## src/rtl/qte_pkg.sv

```systemverilog
// shared types, constants and the cordic angle table for the quaternion converter
`timescale 1ns / 1ps
package qte_pkg;

   // defaults for the top-level parameters
   localparam int CORDIC_STEPS_DEF   = 16;
   localparam int INTERNAL_WIDTH_DEF = 24;

   // datapath widths set by the 16-bit q14 inputs
   localparam int PROD_W = 32;   // one product of two components
   localparam int OP_W   = 34;   // signed atan2 operand
   localparam int MAG_W  = 34;   // magnitude of an atan2 operand
   localparam int NORM_W = 33;   // sum of four squares
   localparam int LEG_W  = 31;   // quarter norm, asin legs and root
   localparam int RAD_W  = 61;   // radicand of the cosine leg
   localparam int ANG_W  = 40;   // angle in nano-degrees, signed
   localparam int OUT_W  = 12;   // angle in tenths of a degree

   // pipeline depths of the fixed units
   localparam int SQRT_STEPS = (RAD_W + 1) / 2;
   localparam int TENTHS_LAT = 3;

   // angle constants in nano-degrees
   localparam logic [63:0] NANO_PER_RAD = 64'd57295779513;
   localparam logic signed [ANG_W-1:0] NANO_DEG90  = ANG_W'(64'd90000000000);
   localparam logic signed [ANG_W-1:0] NANO_DEG180 = ANG_W'(64'd180000000000);
   localparam logic signed [ANG_W-1:0] NANO_DEG360 = ANG_W'(64'd360000000000);

   // tenths conversion: |v| / 1e8 = (|v| >> 8) / 390625, by reciprocal
   localparam int          DIV_PRE_SHIFT = 8;
   localparam int          DIV_U_W       = 31;
   localparam logic [63:0] RECIP_DIV     = 64'd390625;
   localparam int          RECIP_SHIFT   = 50;
   localparam logic [31:0] RECIP_MUL     =
      32'(((64'd1 << RECIP_SHIFT) + RECIP_DIV - 64'd1) / RECIP_DIV);

   // arctangent of 2^-i for the first sixteen steps, nano-degrees
   localparam logic [63:0] ATAN_NANO [16] = '{
      64'd45000000000, 64'd26565051177, 64'd14036243468, 64'd7125016349,
      64'd3576334375,  64'd1789910608,  64'd895173710,   64'd447614171,
      64'd223810500,   64'd111905677,   64'd55952892,    64'd27976453,
      64'd13988227,    64'd6994114,     64'd3497057,     64'd1748528
   };

   // configuration register indexes
   localparam int CSR_IDX_W = 1;
   typedef enum logic [CSR_IDX_W-1:0] {
      CSR_USE_Y_AXIS  = 1'b0,
      CSR_INVERT_ROLL = 1'b1
   } csr_index_type;

   // request and response payloads
   typedef struct packed {
      logic signed [15:0] quat_real;
      logic signed [15:0] quat_i;
      logic signed [15:0] quat_j;
      logic signed [15:0] quat_k;
   } req_type;

   typedef struct packed {
      logic        [OUT_W-1:0] heading_tenths;
      logic signed [OUT_W-1:0] pitch_tenths;
      logic signed [OUT_W-1:0] roll_tenths;
      logic                    degenerate;
   } rsp_type;

   // rotation angle of cordic step idx
   function automatic logic signed [ANG_W-1:0] step_angle(input int idx);
      logic [3:0] sel;
      sel = 4'(idx);
      if (idx < 16) begin
         return ANG_W'(ATAN_NANO[sel]);
      end
      return ANG_W'(NANO_PER_RAD >> idx);
   endfunction

   // cycles through one cordic unit
   function automatic int cordic_lat(input int steps);
      return steps + 3;
   endfunction

endpackage

```

## src/rtl/qte_isqrt.sv

```systemverilog
// pipelined integer square root, one result bit per stage
`timescale 1ns / 1ps
module qte_isqrt (
   input  logic                            clock,
   input  logic                            en,
   input  logic [qte_pkg::RAD_W-1:0]       rad_in,
   output logic [qte_pkg::LEG_W-1:0]       root_out
);

   localparam int N    = qte_pkg::SQRT_STEPS;
   localparam int RW   = qte_pkg::RAD_W;
   localparam int RESW = qte_pkg::RAD_W + 1;

   logic [RW-1:0]   rem_ff [N];
   logic [RESW-1:0] res_ff [N];

   // one digit step per stage, test bit walks down by powers of four
   for (genvar gk = 0; gk < N; gk++) begin : g_step
      logic [RW-1:0]   rem_cur;
      logic [RESW-1:0] res_cur;
      logic [RESW-1:0] trial;
      logic [RW-1:0]   rem_in;
      logic [RESW-1:0] res_in;
      localparam logic [RESW-1:0] BIT = RESW'(1) << (2 * (N - 1 - gk));

      if (gk == 0) begin : g_first
         assign rem_cur = rad_in;
         assign res_cur = '0;
      end else begin : g_next
         assign rem_cur = rem_ff[gk-1];
         assign res_cur = res_ff[gk-1];
      end

      always_comb begin
         trial = res_cur + BIT;
         if ({1'b0, rem_cur} >= trial) begin
            rem_in = rem_cur - trial[RW-1:0];
            res_in = (res_cur >> 1) + BIT;
         end else begin
            rem_in = rem_cur;
            res_in = res_cur >> 1;
         end
      end

      always_ff @(posedge clock) begin
         if (en) begin
            rem_ff[gk] <= rem_in;
            res_ff[gk] <= res_in;
         end
      end
   end

   assign root_out = res_ff[N-1][qte_pkg::LEG_W-1:0];

endmodule

```

## config.mk

```make
export PLATFORM = sky130hd
export DESIGN_NAME = qte_isqrt
export DESIGN_NICKNAME = d
export VERILOG_FILES = /design/src/rtl/qte_pkg.sv /design/src/rtl/qte_isqrt.sv
export SDC_FILE = /design/constraint.sdc
export NUM_CORES = 2
export LEC_CHECK = 0
export BUFFER_PORTS_ARGS = -buffer_cell sky130_fd_sc_hd__buf_2
export CAP_MARGIN = 20
export CORE_MARGIN = 2
export CORE_UTILIZATION = 30
export DETAILED_ROUTE_END_ITERATION = 6
export PLACE_DENSITY_LB_ADDON = 0.1
export REMOVE_ABC_BUFFERS = 1
export SYNTH_ARGS = -nofsm -noshare
export SYNTH_HDL_FRONTEND = slang
export SYNTH_SLANG_ARGS = --single-unit
```

## constraint.sdc

```tcl
create_clock -name clock -period 11.6 [get_ports clock]
set_clock_uncertainty 0.1 [all_clocks]
set_input_delay 1.16 -clock clock [delete_from_list [all_inputs] [get_ports clock]]
set_output_delay 1.16 -clock clock [all_outputs]
set_load 0.005 [all_outputs]
```

==> metrics.csv <==
metric,value,unit
CTS max path bufs,4,
vias in the first global route,69900,
final global-route overflow total,0,
post-synthesis cell area,111000,um^2
Root Buffer,clkbuf_16,
overall routing resource usage,0.159,
minimum clock period,4980,ps
Max-cap violations,0,
Synth Register Bits,2326,
I/O pin count,94,
GP Congestion,0.861,
max-slew violations,0,
Fin Setup TNS,0,ps
Worst R2R Start,rem_ff[1][590],
Final nets,9759,
CTS H-tree depth,5,
Gate Count Post-Synth,8915,
Async SR Flop Fraction,0,
Final Cycle Share,0.429,
RSZ-0062 raised after global routing,no,
Post-synth EDFFs,2326,
TritonRoute pass-1 iters,6,
worst reg2reg endpoint,rem_ff[1][664],
Worst Path Max Fanout,59,
CP Data Required Time,12130,ps
largest net degree at the start of global routing,171,
HP Start,res_ff[1][468],
ratio of cells with drive above 1 in the final layout,0.0735,
synthesized area per cell,12.5,um^2
Port Buf Inserts,93,
initial core utilization,0.302,
worst-margin pin slew,1240,ps
Worst Reg-to-Reg Cells,10,
Post-DP HPWL,231000,um
remaining antenna violation count after routing,0,
DR iter-0 viols,5539,
CTS tree,done,
Die X,613,um
Ys Warns,0,
Pwr Density,203,nW/um^2
vias,70500,
clock buffer count from CTS,280,
drc violations,0,
Core Region,369000,um^2
highest clock rate,201,MHz
max_slew headroom,0.171,
vias per inst,4.92,
area occupied by multi-input gates,38600,um^2
post_cts resized,0,
WL per Instance,21.3,um
Main synth FF type,edfxtp_1,
register area,69800,um^2
Crit. End Element,flip-flop,
Area growth syn-to-layout,14.1,%
outcome,completed,
worst hold margin,318,ps
CP Class,reg2reg,
clk_lat worst skew,910,ps
leakage power,0.0464,uW
die height,613,um
first-pass GRT wire length,454000,um
crit path launch type,flip-flop,
num rows,223,
WHS Path Cells,0,
flop2flop setup slack,6620,ps
Min-Delay Path Class,reg2reg,
CTS clock-pin slew for the worst setup and hold paths,60,ps
VDD IR-drop max,0.123,mV
final wirelength,306000,um
Worst Hold Path EP,res_ff[1][529],
initial antenna violation count,21,
final hold violations,0,
final setup fails,0,
synth unique cells,90,
Worst Path Arrival,5510,ps
# fillers,36500,
clock sink total,2326,
sequential-to-total area share from yosys stat,0.627,
Die Area,376000,um^2
hold buffers post-CTS,0,
"Setup Fix Bufs, Post-CTS",0,
==> layout make-up <==
type / instances / area share
timing repair buffer: 161 / 0.00851
inverter: 636 / 0.0188
clock inverter: 161 / 0.0123
antenna: 4 / 0.0000788
tap: 4950 / 0.0487
sequential: 2326 / 0.550
clock buffer: 335 / 0.0586
multi-input combinational: 5767 / 0.303
==> worst max-delay path, stage by stage, from the launching register on <==
cell       delay [ps]
edfxtp_1          450
nor4_1            960
nand3_1           400
nor4bb_1          950
o2111ai_1         330
a31oi_4           230
buf_4             510
nor2b_1           190
nand2b_1          340
nor3_1            110
xor2_1            160
==> through the flow <==
stage / power (uW) / std cells / utilization / worst slack (ps) / area (um^2)
final: 25700 / 14300 / 0.344 / 6620 / 127000
after detailed placement: 17200 / 13800 / 0.320 / 6760 / 118000
after CTS: 26100 / 14300 / 0.344 / 6750 / 127000
after global placement: 17200 / 13800 / 0.319 / 6800 / 118000
after global routing: 27100 / 14300 / 0.344 / 6280 / 127000
after floorplan: 15200 / 8729 / - / 5960 / 111000
==> report_power, final <==
group	total (uW)	internal, uW	leakage, uW	switching [uW]
Clock	8660	5100	0.00439	3560
Sequential	11700	10700	0.0224	965
Combinational	5380	2140	0.0196	3240
==> registers in the layout, summed over array words and instances (netlist names) <==
signal  count
rem_ff   1830
res_ff    496
==> cell usage after synthesis (all sizes together), types with 42 or more instances <==
| cell | instances | share of area |
|---|---|---|
| o31ai | 58 | 0.0039 |
| mux2 | 45 | 0.0045 |
| nand4 | 135 | 0.0076 |
| ha | 523 | 0.059 |
| or3 | 98 | 0.0055 |
| a211oi | 52 | 0.0035 |
| or4 | 75 | 0.0051 |
| a21o | 175 | 0.012 |
| nand3 | 129 | 0.0058 |
| nor2 | 613 | 0.021 |
| o21ai | 467 | 0.021 |
| a21oi | 549 | 0.025 |
| nor4b | 44 | 0.0035 |
| xor2 | 376 | 0.030 |
| nor2b | 84 | 0.0047 |
| o211ai | 42 | 0.0028 |
| xnor2 | 410 | 0.032 |
| nor4 | 292 | 0.017 |
| or2 | 49 | 0.0028 |
| nand2b | 102 | 0.0057 |
| edfxtp | 2326 | 0.63 |
| inv | 636 | 0.021 |
| clkbuf | 171 | 0.0058 |
| a31oi | 46 | 0.0026 |
| nand2 | 628 | 0.021 |
| nor3 | 220 | 0.0099 |
| o21a | 95 | 0.0064 |
==> cell families after synthesis <==
family	synth area share
AO/OA/AOI/OAI	0.0955
XOR/XNOR	0.0618
adder cells (fa/ha/maj)	0.0589
buffers and inverters	0.0278
flip-flops	0.627
multiplexers	0.00572
other	0.0000337
AND/OR/NAND/NOR	0.123
==> cells in the final DEF, fill, tap and decap left out, drive strengths merged, types with 98 or more instances in the layout <==
cell | Yosys | routed
edfxtp | 2326 | 2326
or3 | 98 | 98
ha | 523 | 523
nand2 | 628 | 628
nand2b | 102 | 102
clkinv | 0 | 120
nand3 | 129 | 129
o21ai | 467 | 467
nor4 | 292 | 292
xor2 | 376 | 376
inv | 636 | 645
clkbuf | 171 | 335
xnor2 | 410 | 410
a21o | 175 | 175
nand4 | 135 | 135
nor3 | 220 | 220
nor2 | 613 | 613
a21oi | 549 | 549
buf | 15 | 161
==> worst max-delay path by stage <==
stage	endpoint	cells after the start	startpoint
2_1_floorplan	rem_ff[1][592]	10	rem_ff[1][500]
3_3_place_gp	rem_ff[1][666]	10	rem_ff[1][590]
3_5_place_dp	rem_ff[1][664]	10	rem_ff[1][590]
4_1_cts	rem_ff[1][664]	10	rem_ff[1][590]
5_1_grt	rem_ff[1][664]	10	rem_ff[1][590]
6_report	rem_ff[1][664]	10	rem_ff[1][590]
==> layer usage <==
layer	track usage	wire length, um	vias up	share of wire
met4	0.0296	4780	0	0.016
met2	0.263	145000	1590	0.47
li1	-	-	33900	-
met5	0	0	-	0
met1	0.220	141000	34800	0.46
met3	0.0243	15100	303	0.049
Power figures use the tool's default switching activity.
