## src/rtl/qte_pkg.sv

```systemverilog
// shared types, constants and the cordic angle table for the quaternion converter
`timescale 1ns / 1ps
package qte_pkg;

   // defaults for the top-level parameters
   localparam int CORDIC_STEPS_DEF   = 16;
   localparam int INTERNAL_WIDTH_DEF = 24;

   // datapath widths set by the 16-bit q14 inputs
   localparam int PROD_W = 32;   // one product of two components
   localparam int OP_W   = 34;   // signed atan2 operand
   localparam int MAG_W  = 34;   // magnitude of an atan2 operand
   localparam int NORM_W = 33;   // sum of four squares
   localparam int LEG_W  = 31;   // quarter norm, asin legs and root
   localparam int RAD_W  = 61;   // radicand of the cosine leg
   localparam int ANG_W  = 40;   // angle in nano-degrees, signed
   localparam int OUT_W  = 12;   // angle in tenths of a degree

   // pipeline depths of the fixed units
   localparam int SQRT_STEPS = (RAD_W + 1) / 2;
   localparam int TENTHS_LAT = 3;

   // angle constants in nano-degrees
   localparam logic [63:0] NANO_PER_RAD = 64'd57295779513;
   localparam logic signed [ANG_W-1:0] NANO_DEG90  = ANG_W'(64'd90000000000);
   localparam logic signed [ANG_W-1:0] NANO_DEG180 = ANG_W'(64'd180000000000);
   localparam logic signed [ANG_W-1:0] NANO_DEG360 = ANG_W'(64'd360000000000);

   // tenths conversion: |v| / 1e8 = (|v| >> 8) / 390625, by reciprocal
   localparam int          DIV_PRE_SHIFT = 8;
   localparam int          DIV_U_W       = 31;
   localparam logic [63:0] RECIP_DIV     = 64'd390625;
   localparam int          RECIP_SHIFT   = 50;
   localparam logic [31:0] RECIP_MUL     =
      32'(((64'd1 << RECIP_SHIFT) + RECIP_DIV - 64'd1) / RECIP_DIV);

   // arctangent of 2^-i for the first sixteen steps, nano-degrees
   localparam logic [63:0] ATAN_NANO [16] = '{
      64'd45000000000, 64'd26565051177, 64'd14036243468, 64'd7125016349,
      64'd3576334375,  64'd1789910608,  64'd895173710,   64'd447614171,
      64'd223810500,   64'd111905677,   64'd55952892,    64'd27976453,
      64'd13988227,    64'd6994114,     64'd3497057,     64'd1748528
   };

   // configuration register indexes
   localparam int CSR_IDX_W = 1;
   typedef enum logic [CSR_IDX_W-1:0] {
      CSR_USE_Y_AXIS  = 1'b0,
      CSR_INVERT_ROLL = 1'b1
   } csr_index_type;

   // request and response payloads
   typedef struct packed {
      logic signed [15:0] quat_real;
      logic signed [15:0] quat_i;
      logic signed [15:0] quat_j;
      logic signed [15:0] quat_k;
   } req_type;

   typedef struct packed {
      logic        [OUT_W-1:0] heading_tenths;
      logic signed [OUT_W-1:0] pitch_tenths;
      logic signed [OUT_W-1:0] roll_tenths;
      logic                    degenerate;
   } rsp_type;

   // rotation angle of cordic step idx
   function automatic logic signed [ANG_W-1:0] step_angle(input int idx);
      logic [3:0] sel;
      sel = 4'(idx);
      if (idx < 16) begin
         return ANG_W'(ATAN_NANO[sel]);
      end
      return ANG_W'(NANO_PER_RAD >> idx);
   endfunction

   // cycles through one cordic unit
   function automatic int cordic_lat(input int steps);
      return steps + 3;
   endfunction

endpackage

```

## src/rtl/qte_tenths.sv

```systemverilog
// nano-degrees to tenths of a degree, truncated toward zero
`timescale 1ns / 1ps
module qte_tenths (
   input  logic                               clock,
   input  logic                               en,
   input  logic signed [qte_pkg::ANG_W-1:0]   angle_in,
   output logic signed [qte_pkg::OUT_W-1:0]   tenths_out
);

   localparam int UW = qte_pkg::DIV_U_W;
   localparam int PW = qte_pkg::DIV_U_W + 32;

   logic [qte_pkg::ANG_W-1:0] mag;
   logic [UW-1:0]             u_ff;
   logic                      neg1_ff, neg2_ff;
   logic [PW-1:0]             prod_ff;
   logic [qte_pkg::OUT_W-1:0] q;
   logic signed [qte_pkg::OUT_W-1:0] tenths_ff;

   // magnitude and pre-shift by the power-of-two factor of the divisor
   assign mag = qte_pkg::ANG_W'(angle_in < 0 ? -angle_in : angle_in);

   always_ff @(posedge clock) begin
      if (en) begin
         u_ff    <= mag[qte_pkg::DIV_PRE_SHIFT +: UW];
         neg1_ff <= (angle_in < 0);
      end
   end

   // reciprocal multiply
   always_ff @(posedge clock) begin
      if (en) begin
         prod_ff <= PW'(u_ff) * PW'(qte_pkg::RECIP_MUL);
         neg2_ff <= neg1_ff;
      end
   end

   // quotient and sign
   assign q = prod_ff[qte_pkg::RECIP_SHIFT +: qte_pkg::OUT_W];

   always_ff @(posedge clock) begin
      if (en) begin
         tenths_ff <= neg2_ff ? -signed'(q) : signed'(q);
      end
   end

   assign tenths_out = tenths_ff;

endmodule

```

## config.mk

```make
export PLATFORM = sky130hd
export DESIGN_NAME = qte_tenths
export DESIGN_NICKNAME = d
export VERILOG_FILES = /design/src/rtl/qte_pkg.sv /design/src/rtl/qte_tenths.sv
export SDC_FILE = /design/constraint.sdc
export NUM_CORES = 1
export LEC_CHECK = 0
export BUFFER_PORTS_ARGS = -buffer_cell sky130_fd_sc_hd__buf_2
export CAP_MARGIN = 20
export CELL_PAD_IN_SITES_DETAIL_PLACEMENT = 1
export CELL_PAD_IN_SITES_GLOBAL_PLACEMENT = 2
export CORE_AREA = 10 10 230 232
export CTS_CLUSTER_DIAMETER = 100
export DETAILED_ROUTE_END_ITERATION = 10
export DIE_AREA = 0 0 240 242
export HOLD_SLACK_MARGIN = 0.1
export PLACE_DENSITY = 0.82
export SYNTH_ARGS = -nofsm -noshare
export SYNTH_HDL_FRONTEND = slang
export SYNTH_SLANG_ARGS = --single-unit
```

## constraint.sdc

```tcl
create_clock -name clock -period 6.7 [get_ports clock]
set_input_delay 1.34 -clock clock [delete_from_list [all_inputs] [get_ports clock]]
set_output_delay 1.34 -clock clock [all_outputs]
set_load 0.02 [all_outputs]
```

==> results.json <==
{
  "drt_iter0_markers": 596,
  "crit_path_end_kind": "flip-flop",
  "crit_fanout": 4,
  "synth_top_flop_cell": "edfxtp_1",
  "period_share_pct": 105.5,
  "clockBufferDepth": 2,
  "final_cell_mix": "inv_1, ha_1, fa_1",
  "holdPathStages": 0,
  "layout-drive-gt1-share_pct": 19.53,
  "syn_area_mm2": 0.01903,
  "io-pin-count": 54,
  "synth_top_area_cell": "fa_1",
  "io_buffers": 53,
  "final_area_mm2": 0.02278,
  "wl_um": 61420,
  "hold_class": "flip-flop to flip-flop",
  "crit_arrival_ns": 7.17,
  "grt_first_pass_wirelength_um": 94080,
  "cts_max_level": 3,
  "postLayoutSetupSlackWorst_ns": -0.3682,
  "grt_max_degree": 58,
  "cts-root-buf": "clkbuf_16",
  "min_to": "neg2_ff$_DFFE_PP_",
  "ant_nets": 0,
  "startpoint_type": "flip-flop",
  "drc": 0,
  "overflow": 0,
  "grt_pass1_vias": 16280,
  "clk_latency_ns": 0.36,
  "wl_per_cell_um": 22.03,
  "ys_types": 53,
  "hpwl_um": 54300,
  "netlist.area_leader.share_pct": 39.35,
  "avgSynthCellArea_um2": 10.30,
  "start_util_pct": 39.28,
  "finalHoldViolCount": 0,
  "violations": "setup timing",
  "clock_sinks": 57,
  "syn_to_final_growth_pct": 19.70,
  "crit_path_cell_trace": "buf_6 -> fa_2 -> inv_2 -> fa_1 -> fa_2 -> fa_2 -> inv_2 -> fa_2 -> fa_2 -> fa_1 -> inv_1 -> fa_2 -> inv_2 -> ha_4 -> a2111oi_4 -> o21ai_1 -> a41oi_2 -> nand4_1 -> o211ai_1 -> buf_4 -> nand2_4 -> a221oi_2 -> xnor2_1",
  "critPathTopFamily": "adder cells",
  "status": "finished with violations",
  "yosys-top-cells-area": "fa_1, ha_1, inv_1, edfxtp_1, xnor2_1",
  "crit-reg2reg-launch": "u_ff[22]$_DFFE_PP_",
  "antenna_found_initial": 0,
  "synth-seq-cells": 57,
  "dieWidth_um": 240,
  "numCtsBuffers": 9,
  "synth_edf_count": 57,
  "min_period_ns": 7.068,
  "multi_input_area_mm2": 0.01543,
  "clock_skew_ns": 0.01182,
  "async_reset_ff_share_pct": 0,
  "cpMaxStageDelayCell": "fa_2",
  "via_count": 13930,
  "layout_commonest_cell": "inv_1",
  "antenna_cells": 0,
  "core_area_mm2": 0.04844,
  "finalNetCount": 2986,
  "yosysSeqAreaShare_pct": 8.995,
  "die_h_um": 242,
  "crit_type": "flip-flop to flip-flop",
  "place_area_mm2": 0.02157,
  "syn_inst": 1848,
  "worstHoldStart": "neg1_ff$_DFFE_PP_",
  "tightestPinTransition_ns": 0.8553,
  "slew_viol_final": 0,
  "globalplace.congestion": 0.9543,
  "r2r_slack_ns": -0.37,
  "crit_top_cell": "fa_2",
  "r2r_cells": 23,
  "synth_fp_nets": 2672,
  "relSlewSlack_pct": 42.98,
  "ys_warn_count": 0,
  "dr.pass1.iters": 4,
  "viasPerCell": 4.996,
  "drv_cap": 0,
  "track_usage_pct": 21.39,
  "critPathBufInv": 6,
  "timing.rr.end": "prod_ff[56]$_DFFE_PP_",
  "fmax_ghz": 0.1415,
  "setup_viol": 12,
  "fill_cells": 5418,
  "dieArea_mm2": 0.05808,
  "cp_data_required_time_ns": 6.81,
  "cts_tree": "done",
  "crit_path_max_incr_delay_ns": 0.61,
  "clk_pin_slew_ns": 0.06,
  "ff_latch_area_mm2": 0.001712,
  "rows": 81,
  "rsz0062_at_grt": "true"
}
cell usage after synthesis, drive strengths merged, types with 3 or more instances:
master,count
o211ai,5
xor2,7
nor2b,3
o21ai,45
a31oi,4
o41ai,4
nand3,10
a21oi,44
nand2,51
inv,625
fa,374
nand2b,7
edfxtp,57
a21o,24
or4,5
o31ai,11
a2111oi,3
nand4,8
ha,408
nor2,35
xnor2,54
a211oi,7
clkbuf,4
nor4b,3
nor3,9
or3,5
nor4,6
or2,3
per-layer routing:
metal | global-route usage [%] | up-vias | wire (um)
met4 | 7.705 | 0 | 2296
li1 | - | 6346 | -
met3 | 1.547 | 97 | 1457
met2 | 38.66 | 245 | 32410
met5 | 0 | - | 0
met1 | 26.08 | 7242 | 25250
worst reg2reg max path, delay by kind of cell (launching register included):
family          cells  cell delay [ns]
buf+inv             6             0.58
xor+xnor            1             0.09
simple gates        2             0.20
compound gates      5             1.15
flops               1             0.49
fa+ha+maj           9             4.33
area by class of cell:
class	count	share of cell area [%]
Inverter	625	10.30
Timing Repair Buffer	309	9.910
Clock inverter	5	0.1044
Multi-Input combinational cell	1160	67.75
Sequential cell	57	7.515
Tap cell	622	3.417
Clock buffer	10	1.005
flip-flops by register name, summed over array words and instances, names as in the netlist:
name / flops
neg2_ff: 1
prod_ff: 12
u_ff: 31
tenths_out: 12
neg1_ff: 1
through the flow:
step / setup TNS (ns) / hold WS, ns / utilization [%] / instances / setup WS [ns]
finish: -2.910 / 0.4347 / 47.02 / 2788 / -0.3682
detailed placement: -4.859 / 0.4199 / 44.52 / 2715 / -0.6116
floorplan: -0.05369 / 0.4003 / - / 1848 / -0.03297
global placement: -2.764 / 0.4011 / 44.52 / 2715 / -0.3847
CTS: -2.117 / 0.4346 / 46.44 / 2770 / -0.3452
global route: -5.891 / 0.4613 / 47.02 / 2788 / -0.6423
repair_timing:
item / CTS / global route
cloned: 0 / 0
buffers inserted: 40 / 19
hold buffers: 0 / 0
pin swaps: 95 / 64
endpoints found under the setup margin: 12 / 12
resized for setup: 87 / 40
worst max path at each step:
| stage | cells past startpoint | from | end | slack, ns |
|---|---|---|---|---|
| floorplan | 21 | u_ff[22]$_DFFE_PP_ | prod_ff[58]$_DFFE_PP_ | -0.03 |
| global placement | 22 | u_ff[20]$_DFFE_PP_ | prod_ff[56]$_DFFE_PP_ | -0.38 |
| detailed placement | 23 | u_ff[20]$_DFFE_PP_ | prod_ff[54]$_DFFE_PP_ | -0.61 |
| CTS | 23 | u_ff[21]$_DFFE_PP_ | prod_ff[56]$_DFFE_PP_ | -0.35 |
| global route | 22 | u_ff[22]$_DFFE_PP_ | prod_ff[56]$_DFFE_PP_ | -0.64 |
| finish | 23 | u_ff[22]$_DFFE_PP_ | prod_ff[56]$_DFFE_PP_ | -0.37 |
cells by family after synthesis:
group / Yosys count / synth area share [%]
adder cells (fa/ha/maj): 782 / 66.18
buffers and inverters: 631 / 12.45
AO/OA/AOI/OAI: 165 / 5.550
AND/OR/NAND/NOR: 152 / 4.024
XOR/XNOR: 61 / 2.808
flip-flops: 57 / 8.995
Power is left out: the tool's default activity adds up to more than one toggle a clock period on the data nets, which glitch-free logic cannot reach.
