<file path="config.mk">
export PLATFORM = sky130hd
export DESIGN_NAME = qte_cordic
export DESIGN_NICKNAME = d
export VERILOG_FILES = /design/src/rtl/qte_pkg.sv /design/src/rtl/qte_cordic.sv
export SDC_FILE = /design/constraint.sdc
export NUM_CORES = 2
export LEC_CHECK = 0
export BUFFER_PORTS_ARGS = -buffer_cell sky130_fd_sc_hd__buf_4
export CORE_UTILIZATION = 55
export CTS_BUF_LIST = sky130_fd_sc_hd__clkbuf_4
export DETAILED_ROUTE_END_ITERATION = 8
export GPL_TIMING_DRIVEN = 0
export PLACE_DENSITY = 0.78
export SETUP_SLACK_MARGIN = 0.2
export SLEW_MARGIN = 20
export SYNTH_ARGS = -nofsm -noshare
export SYNTH_HDL_FRONTEND = slang
export SYNTH_SLANG_ARGS = --single-unit
</file>
<file path="constraint.sdc">
create_clock -name clock -period 9.55 [get_ports clock]
set_input_delay 0.955 -clock clock [delete_from_list [all_inputs] [get_ports clock]]
set_output_delay 0.955 -clock clock [all_outputs]
set_load 0.03 [all_outputs]
</file>
<file path="src/rtl/qte_pkg.sv">
// shared types, constants and the cordic angle table for the quaternion converter
`timescale 1ns / 1ps
package qte_pkg;

   // defaults for the top-level parameters
   localparam int CORDIC_STEPS_DEF   = 16;
   localparam int INTERNAL_WIDTH_DEF = 24;

   // datapath widths set by the 16-bit q14 inputs
   localparam int PROD_W = 32;   // one product of two components
   localparam int OP_W   = 34;   // signed atan2 operand
   localparam int MAG_W  = 34;   // magnitude of an atan2 operand
   localparam int NORM_W = 33;   // sum of four squares
   localparam int LEG_W  = 31;   // quarter norm, asin legs and root
   localparam int RAD_W  = 61;   // radicand of the cosine leg
   localparam int ANG_W  = 40;   // angle in nano-degrees, signed
   localparam int OUT_W  = 12;   // angle in tenths of a degree

   // pipeline depths of the fixed units
   localparam int SQRT_STEPS = (RAD_W + 1) / 2;
   localparam int TENTHS_LAT = 3;

   // angle constants in nano-degrees
   localparam logic [63:0] NANO_PER_RAD = 64'd57295779513;
   localparam logic signed [ANG_W-1:0] NANO_DEG90  = ANG_W'(64'd90000000000);
   localparam logic signed [ANG_W-1:0] NANO_DEG180 = ANG_W'(64'd180000000000);
   localparam logic signed [ANG_W-1:0] NANO_DEG360 = ANG_W'(64'd360000000000);

   // tenths conversion: |v| / 1e8 = (|v| >> 8) / 390625, by reciprocal
   localparam int          DIV_PRE_SHIFT = 8;
   localparam int          DIV_U_W       = 31;
   localparam logic [63:0] RECIP_DIV     = 64'd390625;
   localparam int          RECIP_SHIFT   = 50;
   localparam logic [31:0] RECIP_MUL     =
      32'(((64'd1 << RECIP_SHIFT) + RECIP_DIV - 64'd1) / RECIP_DIV);

   // arctangent of 2^-i for the first sixteen steps, nano-degrees
   localparam logic [63:0] ATAN_NANO [16] = '{
      64'd45000000000, 64'd26565051177, 64'd14036243468, 64'd7125016349,
      64'd3576334375,  64'd1789910608,  64'd895173710,   64'd447614171,
      64'd223810500,   64'd111905677,   64'd55952892,    64'd27976453,
      64'd13988227,    64'd6994114,     64'd3497057,     64'd1748528
   };

   // configuration register indexes
   localparam int CSR_IDX_W = 1;
   typedef enum logic [CSR_IDX_W-1:0] {
      CSR_USE_Y_AXIS  = 1'b0,
      CSR_INVERT_ROLL = 1'b1
   } csr_index_type;

   // request and response payloads
   typedef struct packed {
      logic signed [15:0] quat_real;
      logic signed [15:0] quat_i;
      logic signed [15:0] quat_j;
      logic signed [15:0] quat_k;
   } req_type;

   typedef struct packed {
      logic        [OUT_W-1:0] heading_tenths;
      logic signed [OUT_W-1:0] pitch_tenths;
      logic signed [OUT_W-1:0] roll_tenths;
      logic                    degenerate;
   } rsp_type;

   // rotation angle of cordic step idx
   function automatic logic signed [ANG_W-1:0] step_angle(input int idx);
      logic [3:0] sel;
      sel = 4'(idx);
      if (idx < 16) begin
         return ANG_W'(ATAN_NANO[sel]);
      end
      return ANG_W'(NANO_PER_RAD >> idx);
   endfunction

   // cycles through one cordic unit
   function automatic int cordic_lat(input int steps);
      return steps + 3;
   endfunction

endpackage

</file>
<file path="src/rtl/qte_cordic.sv">
// pipelined vectoring cordic giving atan2(y, x) in nano-degrees
`timescale 1ns / 1ps
module qte_cordic #(
   parameter int CORDIC_STEPS   = qte_pkg::CORDIC_STEPS_DEF,
   parameter int INTERNAL_WIDTH = qte_pkg::INTERNAL_WIDTH_DEF
) (
   input  logic                              clock,
   input  logic                              en,
   input  logic signed [qte_pkg::OP_W-1:0]   y_in,
   input  logic signed [qte_pkg::OP_W-1:0]   x_in,
   output logic signed [qte_pkg::ANG_W-1:0]  angle_out
);

   localparam int CW      = INTERNAL_WIDTH + 2;
   localparam int TOP_BIT = INTERNAL_WIDTH - 3;
   localparam int MW      = qte_pkg::MAG_W;
   localparam int PW      = $clog2(MW);
   localparam int SW      = MW + CW;
   localparam int AW      = qte_pkg::ANG_W;

   // magnitudes, leading one and quadrant flags
   logic [MW-1:0] ax_in, ay_in, m_in;
   logic [PW-1:0] p_in;
   logic [MW-1:0] ax_ff, ay_ff;
   logic [PW-1:0] p_ff;
   logic          xneg_ff, yneg_ff, zero_ff;

   always_comb begin
      ax_in = MW'(x_in < 0 ? -x_in : x_in);
      ay_in = MW'(y_in < 0 ? -y_in : y_in);
      m_in  = (ax_in > ay_in) ? ax_in : ay_in;
      p_in  = '0;
      for (int k = 0; k < MW; k++) begin
         if (m_in[k]) begin
            p_in = PW'(k);
         end
      end
   end

   always_ff @(posedge clock) begin
      if (en) begin
         ax_ff   <= ax_in;
         ay_ff   <= ay_in;
         p_ff    <= p_in;
         xneg_ff <= (x_in < 0);
         yneg_ff <= (y_in < 0);
         zero_ff <= (m_in == '0);
      end
   end

   // common shift puts the larger magnitude just below the top guard bits
   logic signed [CW-1:0] cx_ff [CORDIC_STEPS+1];
   logic signed [CW-1:0] cy_ff [CORDIC_STEPS+1];
   logic signed [AW-1:0] z_ff  [CORDIC_STEPS+1];
   logic                 xn_ff [CORDIC_STEPS+1];
   logic                 yn_ff [CORDIC_STEPS+1];
   logic                 zr_ff [CORDIC_STEPS+1];
   logic [SW-1:0]        tx, ty;

   always_comb begin
      if (int'(p_ff) > TOP_BIT) begin
         tx = SW'(ax_ff) >> (int'(p_ff) - TOP_BIT);
         ty = SW'(ay_ff) >> (int'(p_ff) - TOP_BIT);
      end else begin
         tx = SW'(ax_ff) << (TOP_BIT - int'(p_ff));
         ty = SW'(ay_ff) << (TOP_BIT - int'(p_ff));
      end
   end

   always_ff @(posedge clock) begin
      if (en) begin
         cx_ff[0] <= signed'(tx[CW-1:0]);
         cy_ff[0] <= signed'(ty[CW-1:0]);
         z_ff[0]  <= '0;
         xn_ff[0] <= xneg_ff;
         yn_ff[0] <= yneg_ff;
         zr_ff[0] <= zero_ff;
      end
   end

   // one micro-rotation per stage, driving y towards zero
   for (genvar gi = 0; gi < CORDIC_STEPS; gi++) begin : g_iter
      localparam logic signed [AW-1:0] STEP = qte_pkg::step_angle(gi);
      always_ff @(posedge clock) begin
         if (en) begin
            if (cy_ff[gi] >= 0) begin
               cx_ff[gi+1] <= cx_ff[gi] + (cy_ff[gi] >>> gi);
               cy_ff[gi+1] <= cy_ff[gi] - (cx_ff[gi] >>> gi);
               z_ff[gi+1]  <= z_ff[gi] + STEP;
            end else begin
               cx_ff[gi+1] <= cx_ff[gi] - (cy_ff[gi] >>> gi);
               cy_ff[gi+1] <= cy_ff[gi] + (cx_ff[gi] >>> gi);
               z_ff[gi+1]  <= z_ff[gi] - STEP;
            end
            xn_ff[gi+1] <= xn_ff[gi];
            yn_ff[gi+1] <= yn_ff[gi];
            zr_ff[gi+1] <= zr_ff[gi];
         end
      end
   end

   // clamp to the first quadrant, then restore the quadrant
   logic signed [AW-1:0] zc, zq, angle_in, angle_ff;

   always_comb begin
      zc = z_ff[CORDIC_STEPS];
      if (zc < 0) begin
         zc = '0;
      end
      if (zc > qte_pkg::NANO_DEG90) begin
         zc = qte_pkg::NANO_DEG90;
      end
      zq = xn_ff[CORDIC_STEPS] ? (qte_pkg::NANO_DEG180 - zc) : zc;
      if (zr_ff[CORDIC_STEPS]) begin
         angle_in = '0;
      end else if (yn_ff[CORDIC_STEPS]) begin
         angle_in = -zq;
      end else begin
         angle_in = zq;
      end
   end

   always_ff @(posedge clock) begin
      if (en) begin
         angle_ff <= angle_in;
      end
   end

   assign angle_out = angle_ff;

endmodule

</file>
==> qor.json <==
{
  "grt_usage": {"value": 26.9, "unit": "%"},
  "routed_wl": {"value": 316000, "unit": "um"},
  "max-cap-violations": {"value": 0},
  "fin_util": {"value": 60.4, "unit": "%"},
  "core": {"value": 0.225, "unit": "mm^2"},
  "synth.ff_latch_count": {"value": 1510},
  "initial_core_util": {"value": 55.4, "unit": "%"},
  "htree_levels": {"value": 5},
  "yosysSeqAreaShare": {"value": 36.3, "unit": "%"},
  "postLayoutSetupSlackWorst": {"value": 0.992, "unit": "ns"},
  "global_route.overflow_total": {"value": 0},
  "hp-class": {"value": "input pin to flip-flop"},
  "detailedPlace.worstSlack": {"value": 0.191, "unit": "ns"},
  "syn_area": {"value": 0.125, "unit": "mm^2"},
  "number_of_cells_traversed_by_the_worst_register_to_register_path": {"value": 14},
  "post_synth_main_area_contributors": {"value": "edfxtp_1 (36%), ha_1 (13%), xnor2_1 (8.1%)"},
  "drt_first_iter_violations": {"value": 8078},
  "rrSetupSlack": {"value": 2.37, "unit": "ns"},
  "gp_routability_congestion": {"value": 1.00},
  "fin_crit_sh": {"value": 89.6, "unit": "%"},
  "status": {"value": "complete, no violations"},
  "stdcell_count": {"value": 16958},
  "crit_arrival": {"value": 9.76, "unit": "ns"},
  "yosysUniqueCellTypes": {"value": 104},
  "post_synth_edffs": {"value": 1510},
  "setup_violations": {"value": 0},
  "grt_antenna_before_repair": {"value": 8},
  "async_flop_share": {"value": 0, "unit": "%"},
  "floorplan.die_area": {"value": 0.229, "unit": "mm^2"},
  "numCtsBuffers": {"value": 410},
  "area.growth.synth_to_final": {"value": 9.05, "unit": "%"},
  "postSynthNetCount": {"value": 14484},
  "achievable-frequency": {"value": 117, "unit": "MHz"},
  "criticalPathCategory": {"value": "input pin to flip-flop"},
  "cts.root.buffer_cell": {"value": "clkbuf_4"},
  "ys_warn_count": {"value": 0},
  "dominant_synthesized_flop_cell": {"value": "edfxtp_1"},
  "numClockSinks": {"value": 1510},
  "syn-instance-count": {"value": 13026},
  "grt_pass1_wl": {"value": 506000, "unit": "um"},
  "unrepaired_setup_endpoints_after_global_routing": {"value": "no"},
  "yosys.cell_count.top_type": {"value": "edfxtp_1"},
  "biggest_area_consumer_among_synthesized_cells": {"value": "edfxtp_1"},
  "critical_path.startpoint_type": {"value": "input pin"},
  "critical_path_peak_fanout": {"value": 91},
  "ys_top_cells_by_count": {"value": "edfxtp_1 (1,510), ha_1 (1,344), nor2_1 (1,174)"},
  "timing.clock.skew": {"value": 0.132, "unit": "ns"},
  "hold_depth": {"value": 5},
  "normalized_max_slew_margin": {"value": 21.4, "unit": "%"},
  "count_of_buffers_inserted_at_the_top_level_ports": {"value": 105},
  "hold_slack": {"value": 0.228, "unit": "ns"},
  "die_height": {"value": 479, "unit": "um"},
  "syn_avg_cell_area": {"value": 9.59, "unit": "um^2"},
  "grt_pass1_vias": {"value": 97696},
  "cts.reportedPaths.clkPinSlew": {"value": 0.08, "unit": "ns"},
  "final_routed_drc_violation_total": {"value": 0},
  "postRouteAntennaNets": {"value": 0},
  "fin_nets": {"value": 15122},
  "dpl.cell_count": {"value": 16155},
  "dr.pass1.iters": {"value": 6},
  "detailed_place_hpwl": {"value": 247000, "unit": "um"},
  "routed_via_density": {"value": 6.02},
  "io_pins": {"value": 110},
  "maximum_number_of_pins_on_one_net_before_global_route_repair": {"value": 92},
  "period_minus_slack": {"value": 8.56, "unit": "ns"},
  "insertion_delay": {"value": 1.40, "unit": "ns"},
  "rows": {"value": 174},
  "critPathCaptureType": {"value": "flip-flop"},
  "maximum_clock_path_buffer_count": {"value": 4},
  "final_hold_viol_count": {"value": 0},
  "fraction_of_final_layout_cells_with_drive_strength_greater_than_1": {"value": 7.37, "unit": "%"},
  "worst_ep_required_time": {"value": 10.75, "unit": "ns"},
  "cts_post_setup_buffers_inserted": {"value": 0},
  "tritoncts_clock_tree": {"value": "yes"},
  "final_max_slew_viol_count": {"value": 0},
  "worst-slew-pin-transition": {"value": 1.18, "unit": "ns"},
  "die_x": {"value": 479, "unit": "um"},
  "total_via_count_after_detailed_routing": {"value": 102011},
  "drt-wirelength-per-cell": {"value": 18.7, "unit": "um"},
  "cts_resized": {"value": 0},
  "synth_largest_type_area_fraction": {"value": 36.3, "unit": "%"}
}
==> per-stage QoR <==
step                      cell area (um^2)  setup TNS [ns]
after floorplan                     125000               0
after global routing                136000               0
after global placement              129000         -313.72
after detailed placement            130000               0
after CTS                           136000               0
final                               136000               0
==> cell usage in the layout, fill, tap and decap left out, types with 46 or more instances in the layout <==
master	n
edfxtp_1	1510
ha_1	1344
nor2_1	1174
xnor2_1	1153
a21oi_1	1046
nand2_1	864
o21ai_0	617
clkbuf_4	574
inv_1	520
xor2_1	507
nor3_1	489
a21o_1	339
nand3_1	292
o21a_1	254
clkbuf_1	200
nor2b_1	197
nand2b_1	194
a211oi_1	178
mux2i_1	161
or3_1	156
o31ai_1	155
o21bai_1	136
a31oi_1	127
buf_4	108
clkinv_1	107
and3_1	99
dlygate4sd3_1	89
o41ai_1	80
or2_2	76
and2_1	74
nor4_1	61
o22ai_1	61
o211ai_1	50
nand4_1	48
mux2_2	46
a41oi_1	46
==> kinds of logic (layout without fill, tap and decap cells) <==
family / after synthesis / count (layout) / synth area share [%]
mux: 230 / 230 / 2.12
buf+inv: 823 / 1753 / 2.50
compound gates: 3535 / 3535 / 18.4
simple gates: 3879 / 3879 / 14.8
xor+xnor: 1660 / 1660 / 11.6
flops: 1510 / 1510 / 36.3
other cells: 1 / 11 / 0.00300
fa+ha+maj: 1388 / 1388 / 14.2
==> worst paths after layout <==
kind / from / endpoint
setup / recovery: en / z_ff[13][39]$_DFFE_PP_
hold / removal: x_in[21] / ax_ff[25]$_DFFE_PP_
setup reg to reg: p_ff[0]$_SDFFCE_PP1P_ / cx_ff[0][3]$_DFFE_PP_
hold reg to reg: xn_ff[0][7]$_DFFE_PP_ / xn_ff[0][8]$_DFFE_PP_
==> worst max-delay path, cell delays in order <==
cell and delay (ns):
dlygate4sd3_1 0.56, buf_8 0.38, buf_16 0.37, buf_16 0.35
clkbuf_1 0.92, clkbuf_2 0.71, nand2_1 0.41, inv_1 0.39
clkbuf_2 0.41, buf_12 0.23, ha_1 0.20, nor2b_1 0.14
o21a_1 0.14, o21ai_0 0.15, a2111oi_0 0.54, a311oi_1 0.17
a2111oi_0 0.87, o21ai_0 0.34, a211oi_1 0.41, o311ai_0 0.27
a21oi_1 0.23, o21a_1 0.15, o41a_1 0.15, xnor2_1 0.07
==> repair_timing <==
item                                   4_1_cts  5_1_grt
endpoints found under the hold margin      130        0
hold buffers                                89        0
setup endpoints to repair                    0        0
==> sequential cells by signal, indices dropped and copies added (netlist names), 6 cells and up <==
signal / cells
angle_out: 39
ax_ff: 34
ay_ff: 34
cx_ff: 376
cy_ff: 390
p_ff: 6
xn_ff: 17
yn_ff: 17
z_ff: 577
zr_ff: 17
==> per-layer routing <==
| layer | track usage (%) | vias to the layer above | share of wire, % |
|---|---|---|---|
| li1 | - | 50067 | - |
| met1 | 33.9 | 47892 | 42 |
| met2 | 45.6 | 3232 | 47 |
| met3 | 4.76 | 818 | 6.7 |
| met4 | 11.1 | 2 | 3.8 |
| met5 | 0 | - | 0.0044 |
==> final cells by class <==
cell class | instances | area, um^2
Fill cell | 19000 | 89100
Multi-Input combinational cell | 10693 | 76400
Sequential cell | 1510 | 45300
Clock buffer | 560 | 4200
Tap cell | 2992 | 3740
Timing Repair Buffer | 226 | 2460
Inverter | 531 | 1990
Buffer | 292 | 1220
Clock inverter | 144 | 771
Antenna cell | 10 | 25.0
Power is not shown: default switching activity piles up to over one toggle a cycle in this logic, so the estimate is an artifact.
